## config.mk

```make
export PLATFORM = sky130hd
export DESIGN_NAME = mux_line_sensor_scan_centroid
export DESIGN_NICKNAME = d
export VERILOG_FILES = /design/src/hw/rtl/msc_pkg.sv /design/src/hw/rtl/msc_div.sv /design/src/hw/rtl/mux_line_sensor_scan_centroid.sv
export SDC_FILE = /design/constraint.sdc
export NUM_CORES = 1
export LEC_CHECK = 0
export BUFFER_PORTS_ARGS = -buffer_cell sky130_fd_sc_hd__buf_2
export CAP_MARGIN = 20
export CORE_ASPECT_RATIO = 0.6
export CORE_MARGIN = 5
export CORE_UTILIZATION = 33
export CTS_BUF_LIST = sky130_fd_sc_hd__clkbuf_8
export DETAILED_ROUTE_END_ITERATION = 8
export GPL_TIMING_DRIVEN = 1
export PLACE_DENSITY_LB_ADDON = 0.12
export SYNTH_ARGS = -nofsm -noshare
export SYNTH_HDL_FRONTEND = slang
export SYNTH_SLANG_ARGS = --single-unit
```

## constraint.sdc

```tcl
create_clock -name clock -period 5.1 [get_ports clock]
set_input_delay 0.255 -clock clock [delete_from_list [all_inputs] [get_ports clock]]
set_output_delay 0.255 -clock clock [all_outputs]
set_load 0.05 [all_outputs]
```

## src/hw/rtl/msc_pkg.sv

```systemverilog
package msc_pkg;

   localparam int SettleWidth = 16;
   localparam int DivWidth    = 11;
   localparam int IterWidth   = 4;
   localparam int ChanWidth   = 3;
   localparam int SumWidth    = 6;

   localparam logic [IterWidth-1:0] DivLastIter = IterWidth'(DivWidth - 1);
   localparam logic [ChanWidth-1:0] LastChan    = {ChanWidth{1'b1}};
   localparam logic [6:0]           OffsetScale = 7'd100;

   localparam logic [1:0] CsrActiveLevel = 2'd0;
   localparam logic [1:0] CsrMirrorOrder = 2'd1;
   localparam logic [1:0] CsrSettleUs    = 2'd2;

   typedef enum logic [1:0] {
      STEP_FETCH,
      STEP_DIV_LOAD,
      STEP_DIV_RUN,
      STEP_FINISH
   } step_type;

   typedef enum logic [1:0] {
      COND_ALWAYS,
      COND_SCAN_END,
      COND_ITER_END
   } cond_type;

   typedef struct packed {
      logic     accept_en;
      logic     div_load;
      logic     div_step;
      logic     finish;
      cond_type cond;
      step_type target;
   } ctl_word_type;

   typedef struct packed {
      logic load;
      logic step;
   } div_ctl_type;

   function automatic ctl_word_type ucode(input step_type step);
      ctl_word_type w;
      begin
         w = '{accept_en: 1'b0, div_load: 1'b0, div_step: 1'b0, finish: 1'b0,
               cond: COND_ALWAYS, target: STEP_FETCH};
         unique case (step)
            STEP_FETCH: begin
               w.accept_en = 1'b1;
               w.cond      = COND_SCAN_END;
               w.target    = STEP_DIV_LOAD;
            end
            STEP_DIV_LOAD: begin
               w.div_load = 1'b1;
               w.cond     = COND_ALWAYS;
               w.target   = STEP_DIV_RUN;
            end
            STEP_DIV_RUN: begin
               w.div_step = 1'b1;
               w.cond     = COND_ITER_END;
               w.target   = STEP_FINISH;
            end
            STEP_FINISH: begin
               w.finish = 1'b1;
               w.cond   = COND_ALWAYS;
               w.target = STEP_FETCH;
            end
            default: w.target = STEP_FETCH;
         endcase
         return w;
      end
   endfunction

endpackage

```

## src/hw/rtl/msc_div.sv

```systemverilog
module msc_div (
   input  logic                          clock,
   input  msc_pkg::div_ctl_type          ctl,
   input  logic [msc_pkg::DivWidth-1:0]  dividend,
   input  logic [3:0]                    divisor,
   output logic [msc_pkg::DivWidth-1:0]  quotient
);

   logic [msc_pkg::DivWidth-1:0] quo_ff, quo_in;
   logic [3:0]                   rem_ff, rem_in;
   logic [4:0]                   trial;
   logic                         ge;

   always_comb begin
      trial  = {rem_ff, quo_ff[msc_pkg::DivWidth-1]};
      ge     = (trial >= {1'b0, divisor});
      quo_in = quo_ff;
      rem_in = rem_ff;
      if (ctl.load) begin
         quo_in = dividend;
         rem_in = 4'd0;
      end else if (ctl.step) begin
         quo_in = {quo_ff[msc_pkg::DivWidth-2:0], ge};
         rem_in = ge ? 4'(trial - {1'b0, divisor}) : trial[3:0];
      end
   end

   always_ff @(posedge clock) begin
      quo_ff <= quo_in;
      rem_ff <= rem_in;
   end

   assign quotient = quo_ff;

endmodule

```

## src/hw/rtl/mux_line_sensor_scan_centroid.sv

```systemverilog
// Scanner for an eight-channel multiplexed line sensor with a weighted centroid.
// Each request on req_ is one microsecond tick carrying a start flag and the
// sensor pin level; every request yields exactly one response on rsp_ with the
// mux address to drive, the busy flag and the results of the last finished scan.
// rsp_tlast is high on the response of the tick that completes a scan.
// The csr_ port writes active level, mirror order and settle time; it is always
// ready and should only be written while no request is outstanding.
// An ordinary tick is accepted and its response is registered for the next cycle, so
// ticks may stream at one per cycle while rsp_tready stays high. The tick that completes
// a scan holds off new requests while the bit-serial divider forms the offset, one quotient bit per cycle.
// The response sits in an output register; a new request is taken while that
// register is empty or in the cycle its response leaves, so while a response
// waits with rsp_tready low no request is taken.
// Reset restores the register defaults, returns to idle with address 0 and
// clears the held results.
module mux_line_sensor_scan_centroid (
   input  logic        clock,
   input  logic        reset,
   input  logic        req_tvalid,
   output logic        req_tready,
   input  logic [7:0]  req_tdata,   // [0] start_req, [1] sense_level
   output logic        rsp_tvalid,
   input  logic        rsp_tready,
   output logic [31:0] rsp_tdata,   // [2:0] mux_address, [3] busy_res, [11:4] raw_mask,
                                    // [15:12] hit_count, [26:16] offset_milli
   output logic        rsp_tlast,   // scan_done
   input  logic        csr_valid,
   output logic        csr_ready,
   input  logic [1:0]  csr_index,
   input  logic [15:0] csr_data
);

   localparam int SW = msc_pkg::SettleWidth;
   localparam int DW = msc_pkg::DivWidth;

   logic                  active_level_ff, active_level_in;
   logic                  mirror_order_ff, mirror_order_in;
   logic [SW-1:0]         settle_us_ff, settle_us_in;

   msc_pkg::step_type     step_ff, step_in;
   msc_pkg::ctl_word_type ctl;
   logic [msc_pkg::IterWidth-1:0] iter_ff, iter_in;

   logic                  scanning_ff, scanning_in;
   logic [2:0]            chan_ff, chan_in;
   logic [SW-1:0]         settle_left_ff, settle_left_in;
   logic [7:0]            mask_ff, mask_in;
   logic [3:0]            count_ff, count_in;
   logic signed [msc_pkg::SumWidth-1:0] sum_ff, sum_in;
   logic [7:0]            held_mask_ff, held_mask_in;
   logic [3:0]            held_count_ff, held_count_in;
   logic signed [DW-1:0]  held_offset_ff, held_offset_in;

   logic                  rsp_valid_ff, rsp_valid_in;
   logic [31:0]           rsp_data_ff, rsp_data_in;
   logic                  rsp_last_ff, rsp_last_in;

   logic                  req_fire;
   logic                  start_req, sense_level;
   logic [SW-1:0]         settle_load, settle_dec;
   logic [2:0]            pos;
   logic signed [msc_pkg::SumWidth-1:0] weight;
   logic                  scan_end;
   logic                  taken;

   logic [4:0]            sum_abs;
   logic [DW-1:0]         scaled;
   logic [DW-1:0]         quotient;
   msc_pkg::div_ctl_type  div_ctl;

   assign csr_ready = 1'b1;

   always_comb begin
      active_level_in = active_level_ff;
      mirror_order_in = mirror_order_ff;
      settle_us_in    = settle_us_ff;
      if (csr_valid) begin
         unique case (csr_index)
            msc_pkg::CsrActiveLevel: active_level_in = csr_data[0];
            msc_pkg::CsrMirrorOrder: mirror_order_in = csr_data[0];
            msc_pkg::CsrSettleUs:    settle_us_in    = csr_data;
            default: ;
         endcase
      end
   end

   // Microcode fetch and step sequencing.
   always_comb begin
      ctl = msc_pkg::ucode(step_ff);
   end

   assign req_tready = ctl.accept_en && (!rsp_valid_ff || rsp_tready);
   assign req_fire   = req_tvalid && req_tready;
   assign div_ctl    = '{load: ctl.div_load, step: ctl.div_step};

   always_comb begin
      unique case (ctl.cond)
         msc_pkg::COND_ALWAYS:   taken = 1'b1;
         msc_pkg::COND_SCAN_END: taken = req_fire && scan_end;
         msc_pkg::COND_ITER_END: taken = (iter_ff == '0);
         default:                taken = 1'b1;
      endcase
      step_in = taken ? ctl.target : step_ff;
      iter_in = iter_ff;
      if (ctl.div_load) begin
         iter_in = msc_pkg::DivLastIter;
      end else if (ctl.div_step && iter_ff != '0) begin
         iter_in = iter_ff - 1'b1;
      end
   end

   // One tick of the scan.
   assign start_req   = req_tdata[0];
   assign sense_level = req_tdata[1];
   assign settle_load = (settle_us_ff == '0) ? SW'(1) : settle_us_ff;
   assign settle_dec  = (settle_left_ff != '0) ? settle_left_ff - 1'b1 : settle_left_ff;
   assign pos         = mirror_order_ff ? ~chan_ff : chan_ff;
   assign weight      = $signed({2'b00, pos, 1'b0}) - 6'sd7;
   assign scan_end    = scanning_ff && (settle_dec == '0) && (chan_ff == msc_pkg::LastChan);

   always_comb begin
      scanning_in    = scanning_ff;
      chan_in        = chan_ff;
      settle_left_in = settle_left_ff;
      mask_in        = mask_ff;
      count_in       = count_ff;
      sum_in         = sum_ff;
      held_mask_in   = held_mask_ff;
      held_count_in  = held_count_ff;
      if (req_fire) begin
         if (!scanning_ff) begin
            if (start_req) begin
               scanning_in    = 1'b1;
               chan_in        = '0;
               settle_left_in = settle_load;
               mask_in        = '0;
               count_in       = '0;
               sum_in         = '0;
            end
         end else begin
            settle_left_in = settle_dec;
            if (settle_dec == '0) begin
               if (sense_level == active_level_ff) begin
                  mask_in  = mask_ff | (8'd1 << chan_ff);
                  count_in = count_ff + 1'b1;
                  sum_in   = sum_ff + weight;
               end
               if (chan_ff != msc_pkg::LastChan) begin
                  chan_in        = chan_ff + 1'b1;
                  settle_left_in = settle_load;
               end else begin
                  scanning_in   = 1'b0;
                  held_mask_in  = mask_in;
                  held_count_in = count_in;
               end
            end
         end
      end
   end

   // Offset: magnitude of the sum times one hundred, divided by the count.
   assign sum_abs = sum_ff[msc_pkg::SumWidth-1] ? 5'(-sum_ff) : sum_ff[4:0];
   assign scaled  = DW'(sum_abs) * DW'(msc_pkg::OffsetScale);

   msc_div u_div (
      .clock    (clock),
      .ctl      (div_ctl),
      .dividend (scaled),
      .divisor  (held_count_ff),
      .quotient (quotient)
   );

   always_comb begin
      held_offset_in = held_offset_ff;
      if (ctl.finish) begin
         if (held_count_ff == '0) begin
            held_offset_in = '0;
         end else if (sum_ff[msc_pkg::SumWidth-1]) begin
            held_offset_in = $signed(-quotient);
         end else begin
            held_offset_in = $signed(quotient);
         end
      end
   end

   always_comb begin
      rsp_data_in  = rsp_data_ff;
      rsp_last_in  = rsp_last_ff;
      rsp_valid_in = rsp_valid_ff && !rsp_tready;
      if (req_fire && !scan_end) begin
         rsp_data_in  = {5'd0, held_offset_ff, held_count_ff, held_mask_ff,
                         scanning_in, chan_in};
         rsp_last_in  = 1'b0;
         rsp_valid_in = 1'b1;
      end else if (ctl.finish) begin
         rsp_data_in  = {5'd0, held_offset_in, held_count_ff, held_mask_ff,
                         scanning_ff, chan_ff};
         rsp_last_in  = 1'b1;
         rsp_valid_in = 1'b1;
      end
   end

   always_ff @(posedge clock) begin
      if (reset) begin
         active_level_ff <= 1'b1;
         mirror_order_ff <= 1'b0;
         settle_us_ff    <= SW'(1);
         step_ff         <= msc_pkg::STEP_FETCH;
         iter_ff         <= '0;
         scanning_ff     <= 1'b0;
         chan_ff         <= '0;
         settle_left_ff  <= '0;
         mask_ff         <= '0;
         count_ff        <= '0;
         sum_ff          <= '0;
         held_mask_ff    <= '0;
         held_count_ff   <= '0;
         held_offset_ff  <= '0;
         rsp_valid_ff    <= 1'b0;
      end else begin
         active_level_ff <= active_level_in;
         mirror_order_ff <= mirror_order_in;
         settle_us_ff    <= settle_us_in;
         step_ff         <= step_in;
         iter_ff         <= iter_in;
         scanning_ff     <= scanning_in;
         chan_ff         <= chan_in;
         settle_left_ff  <= settle_left_in;
         mask_ff         <= mask_in;
         count_ff        <= count_in;
         sum_ff          <= sum_in;
         held_mask_ff    <= held_mask_in;
         held_count_ff   <= held_count_in;
         held_offset_ff  <= held_offset_in;
         rsp_valid_ff    <= rsp_valid_in;
      end
   end

   always_ff @(posedge clock) begin
      rsp_data_ff <= rsp_data_in;
      rsp_last_ff <= rsp_last_in;
   end

   assign rsp_tvalid = rsp_valid_ff;
   assign rsp_tdata  = rsp_data_ff;
   assign rsp_tlast  = rsp_last_ff;

   // A completed scan leaves the block idle at the last address.
   a_done_idle: assert property (@(posedge clock) disable iff (reset)
      rsp_valid_ff && rsp_last_ff |-> !rsp_data_ff[3] && rsp_data_ff[2:0] == msc_pkg::LastChan)
      else $error("scan completion reported while busy or off the last address");

   // While scanning the settle counter never rests at zero.
   a_settle_live: assert property (@(posedge clock) disable iff (reset)
      scanning_ff |-> settle_left_ff != '0)
      else $error("settle counter at zero during a scan");

   // The divider loop stays within its quotient length.
   a_iter_range: assert property (@(posedge clock) disable iff (reset)
      step_ff == msc_pkg::STEP_DIV_RUN |-> iter_ff <= msc_pkg::DivLastIter)
      else $error("divider iteration count out of range");

   // The finishing step always presents a response.
   a_finish_rsp: assert property (@(posedge clock) disable iff (reset)
      step_ff == msc_pkg::STEP_FINISH |=> rsp_valid_ff && rsp_last_ff)
      else $error("finishing step produced no response");

endmodule
```

==> impl_metrics.env <==
export IMPL_floorplan_die_height_um=121.6
export IMPL_detailed_place_area_sq_um=7331
export IMPL_hold_bufs_at_cts=0
export IMPL_most_common_library_cell_in_the_layout_ignoring_fill_and_taps="dfxtp_1"
export IMPL_cts_max_path_buffers=2
export IMPL_via_count_of_the_first_global_routing_pass=5281
export IMPL_drt_iter0_drc=463
export IMPL_total_power_mw=2.475
export IMPL_drt_vias_per_instance=5.166
export IMPL_grt_setup_unrepaired="false"
export IMPL_fillerInstances=2084
export IMPL_final_max_slew_violation_count=0
export IMPL_postCtsSetupRepairBufs=0
export IMPL_power_density_relative_to_cell_area_nw_per_um2=318.8
export IMPL_outcome="finished clean"
export IMPL_drv_cap=0
export IMPL_synth_area_leader_cell="dfxtp_1"
export IMPL_worst_setup_hold_path_clk_slew_ns=0.08
export IMPL_cp_end_kind="flop"
export IMPL_cts_buffers=17
export IMPL_pin_count=67
export IMPL_synth_top_area_share_pct=27.17
export IMPL_multi_input_comb_area_sq_um=3596
export IMPL_io_buffers=54
export IMPL_final_setup_skew_ns=0.01926
export IMPL_coreArea_sq_um=20220
export IMPL_grt_pass1_wl_um=29550
export IMPL_p_leak_nw=3.022
export IMPL_worstHoldPathType="in -> reg"
export IMPL_mostFrequentLayoutCells="dfxtp_1 (93), nand2_1 (91), buf_2 (54), nor2_1 (46), a21oi_1 (43)"
export IMPL_setup_violations_final=0
export IMPL_netlist_instances=720
export IMPL_count_of_placed_standard_cells_including_taps=1018
export IMPL_worst_ep_required_time_ns=5.41
export IMPL_ant_nets=0
export IMPL_clock_tree_root_cell="clkbuf_8"
export IMPL_overflow=0
export IMPL_arrival_ns=4.23
export IMPL_synth_ff_type="dfxtp_1"
export IMPL_finalSetupTns_ns=0
export IMPL_vias=5429
export IMPL_ys_types=80
export IMPL_critical_path_class="reg -> reg"
export IMPL_starting_density_of_the_core_pct=33.89
export IMPL_drt_drc_violations_left=0
export IMPL_critPathMaxFanout=13
export IMPL_worst_skew_pair_late_latency_ns=0.46
export IMPL_cts_tree="built"
export IMPL_cts_sink_count=129
export IMPL_layout_area_seq_sq_um=2943
export IMPL_ys_ff_latch=129
export IMPL_time_the_worst_path_needs_with_i_o_delays_and_setup_ns=3.925
export IMPL_synth_enable_flop_cells=36
export IMPL_ctsResizeCount=0
export IMPL_htreeDepth=4
export IMPL_worstMarginPinSlew_ns=1.001
export IMPL_layout_cells_non_filler=1051
export IMPL_fin_area_sq_um=7762
export IMPL_grt_start_max_net_pins=68
export IMPL_yosys_top_cells_area="dfxtp_1 (27%), edfxtp_1 (16%), ha_1 (6.6%)"
export IMPL_asyncSetResetFlopFracSynth_pct=0
export IMPL_worst_setup_path_start_kind="flop"
export IMPL_syn2layout_area_growth_pct=13.27
export IMPL_wl_per_instance_um=17.46
export IMPL_fp_dieW_um=196.0
export IMPL_vdd_ir_drop_worst_mv=0.1418
export IMPL_placementRows=40
export IMPL_fraction_of_layout_instances_using_a_drive_strength_above_1_pct=16.60
export IMPL_syn_mean_instance_area_sq_um=9.518
export IMPL_hold_viol=0
export IMPL_mappedNetlistArea_sq_um=6853
export IMPL_period_utilization_pct=76.96
export IMPL_yosys_warnings=0
export IMPL_routed_wirelength_um=18350
export IMPL_drt_pass1_iter_count=5
export IMPL_final_layout_net_count=834
export IMPL_die_ar_sq_um=23840
export IMPL_number_of_antenna_violations_at_the_first_check_in_global_routing=0
export IMPL_max_slew_margin_pct=33.23
export IMPL_final_gp_congestion=0.9076
export IMPL_max_freq_ghz=0.2548
export IMPL_detailedPlacementHpwl_um=13520
export IMPL_groute_usage_overall_pct=15.69
export IMPL_yosysSeqAreaShare_pct=42.94
==> flip-flops by register name, summed over array words and instances (netlist names) <==
signal / flops
settle_left_ff: 16
rsp_tlast: 1
held_mask_ff: 8
step_ff: 2
held_offset_ff: 11
sum_ff: 6
held_count_ff: 4
u_div.rem_ff: 4
count_ff: 4
chan_ff: 3
scanning_ff: 1
u_div.quotient: 11
mask_ff: 8
active_level_ff: 1
settle_us_ff: 16
iter_ff: 4
rsp_tvalid: 1
rsp_tdata: 27
mirror_order_ff: 1
==> cell usage after synthesis (4+ instances only) <==
| cell | n |
|---|---|
| dfxtp_1 | 93 |
| nand2_1 | 91 |
| nor2_1 | 46 |
| a21oi_1 | 43 |
| edfxtp_1 | 36 |
| ha_1 | 36 |
| inv_1 | 31 |
| clkbuf_1 | 23 |
| xnor2_1 | 23 |
| o21ai_0 | 22 |
| mux2i_1 | 16 |
| nand3_1 | 16 |
| a22o_1 | 14 |
| and2_1 | 12 |
| nor3_1 | 12 |
| a31oi_1 | 11 |
| nand3b_1 | 11 |
| nand4_1 | 9 |
| nor4_1 | 9 |
| xor2_1 | 9 |
| buf_4 | 8 |
| nand2b_1 | 8 |
| or3_1 | 8 |
| a211oi_2 | 7 |
| o31ai_1 | 7 |
| nor2_2 | 6 |
| buf_1 | 5 |
| mux2_1 | 5 |
| mux2_2 | 5 |
| o21a_1 | 5 |
| o2bb2ai_1 | 5 |
| a211oi_1 | 4 |
| a32oi_1 | 4 |
| o41ai_1 | 4 |
==> worst max-delay path, stage by stage, from the launching register on <==
cell	delay, ns
dfxtp_1	0.39
inv_1	0.12
ha_1	0.31
or3b_2	0.56
o41ai_2	0.41
a21boi_1	0.24
o2111a_2	0.25
nand4_4	0.22
nor3_4	0.64
buf_4	0.36
mux2i_1	0.22
nor2_1	0.05
==> metrics by stage <==
stage	utilization [%]	setup slack (ns)	hold WS, ns
finish	38.39	1.175	0.03750
global route	38.38	0.9239	0.02317
CTS	38.38	1.177	0.004314
detailed placement	36.26	1.188	0.4283
global placement	36.26	1.231	0.4257
floorplan	-	1.479	0.3792
==> report_power, final <==
| group | internal (mW) | switching [mW] | leakage [nW] | total [mW] |
|---|---|---|---|---|
| sequential | 1.09 | 0.0422 | 1.11 | 1.13 |
| clock | 0.464 | 0.495 | 0.216 | 0.959 |
| combinational | 0.125 | 0.262 | 1.70 | 0.388 |
==> layout make-up <==
class,count,area share [%]
Multi-Input combinational cell,522,46.32
Timing Repair Buffer,62,4.255
Tap cell,273,4.400
Antenna cell,1,0.03224
Clock buffer,17,3.014
Clock inverter,15,2.515
Sequential cell,129,37.91
Inverter,32,1.547
==> cell families after synthesis <==
family                     share of synthesized area (%)
buffers and inverters                              4.802
and+or+nand+nor                                    19.03
muxes                                              4.181
other                                             0.1096
xor gates and xnor gates                           4.090
adders and majority gates                          7.449
DFF                                                42.94
AOI/OAI and AO/OA                                  17.40
==> path summary, 6_finish.rpt <==
path | startpoint | to | slack, ns | depth (start not counted)
hold / removal | csr_data[14] | settle_us_ff[14]$_SDFFE_PP0P_ | 0.04 | 3
setup reg to reg | settle_left_ff[0]$_SDFFE_PP0P_ | held_mask_ff[2]$_SDFFE_PP0P_ | 1.18 | 11
setup / recovery | settle_left_ff[0]$_SDFFE_PP0P_ | held_mask_ff[2]$_SDFFE_PP0P_ | 1.18 | 11
hold reg to reg | held_mask_ff[1]$_SDFFE_PP0P_ | rsp_tdata[5]$_DFFE_PP_ | 0.45 | 0
==> metal layers <==
layer / share of wire, % / vias to the layer above / track usage (%)
met3: 5.9 / 14 / 3.731
met4: 0.82 / 0 / 3.967
li1: - / 2682 / -
met1: 56 / 2605 / 25.31
met2: 37 / 128 / 20.27
met5: 0 / - / 0
No activity file was read; power rests on OpenSTA's default activity.
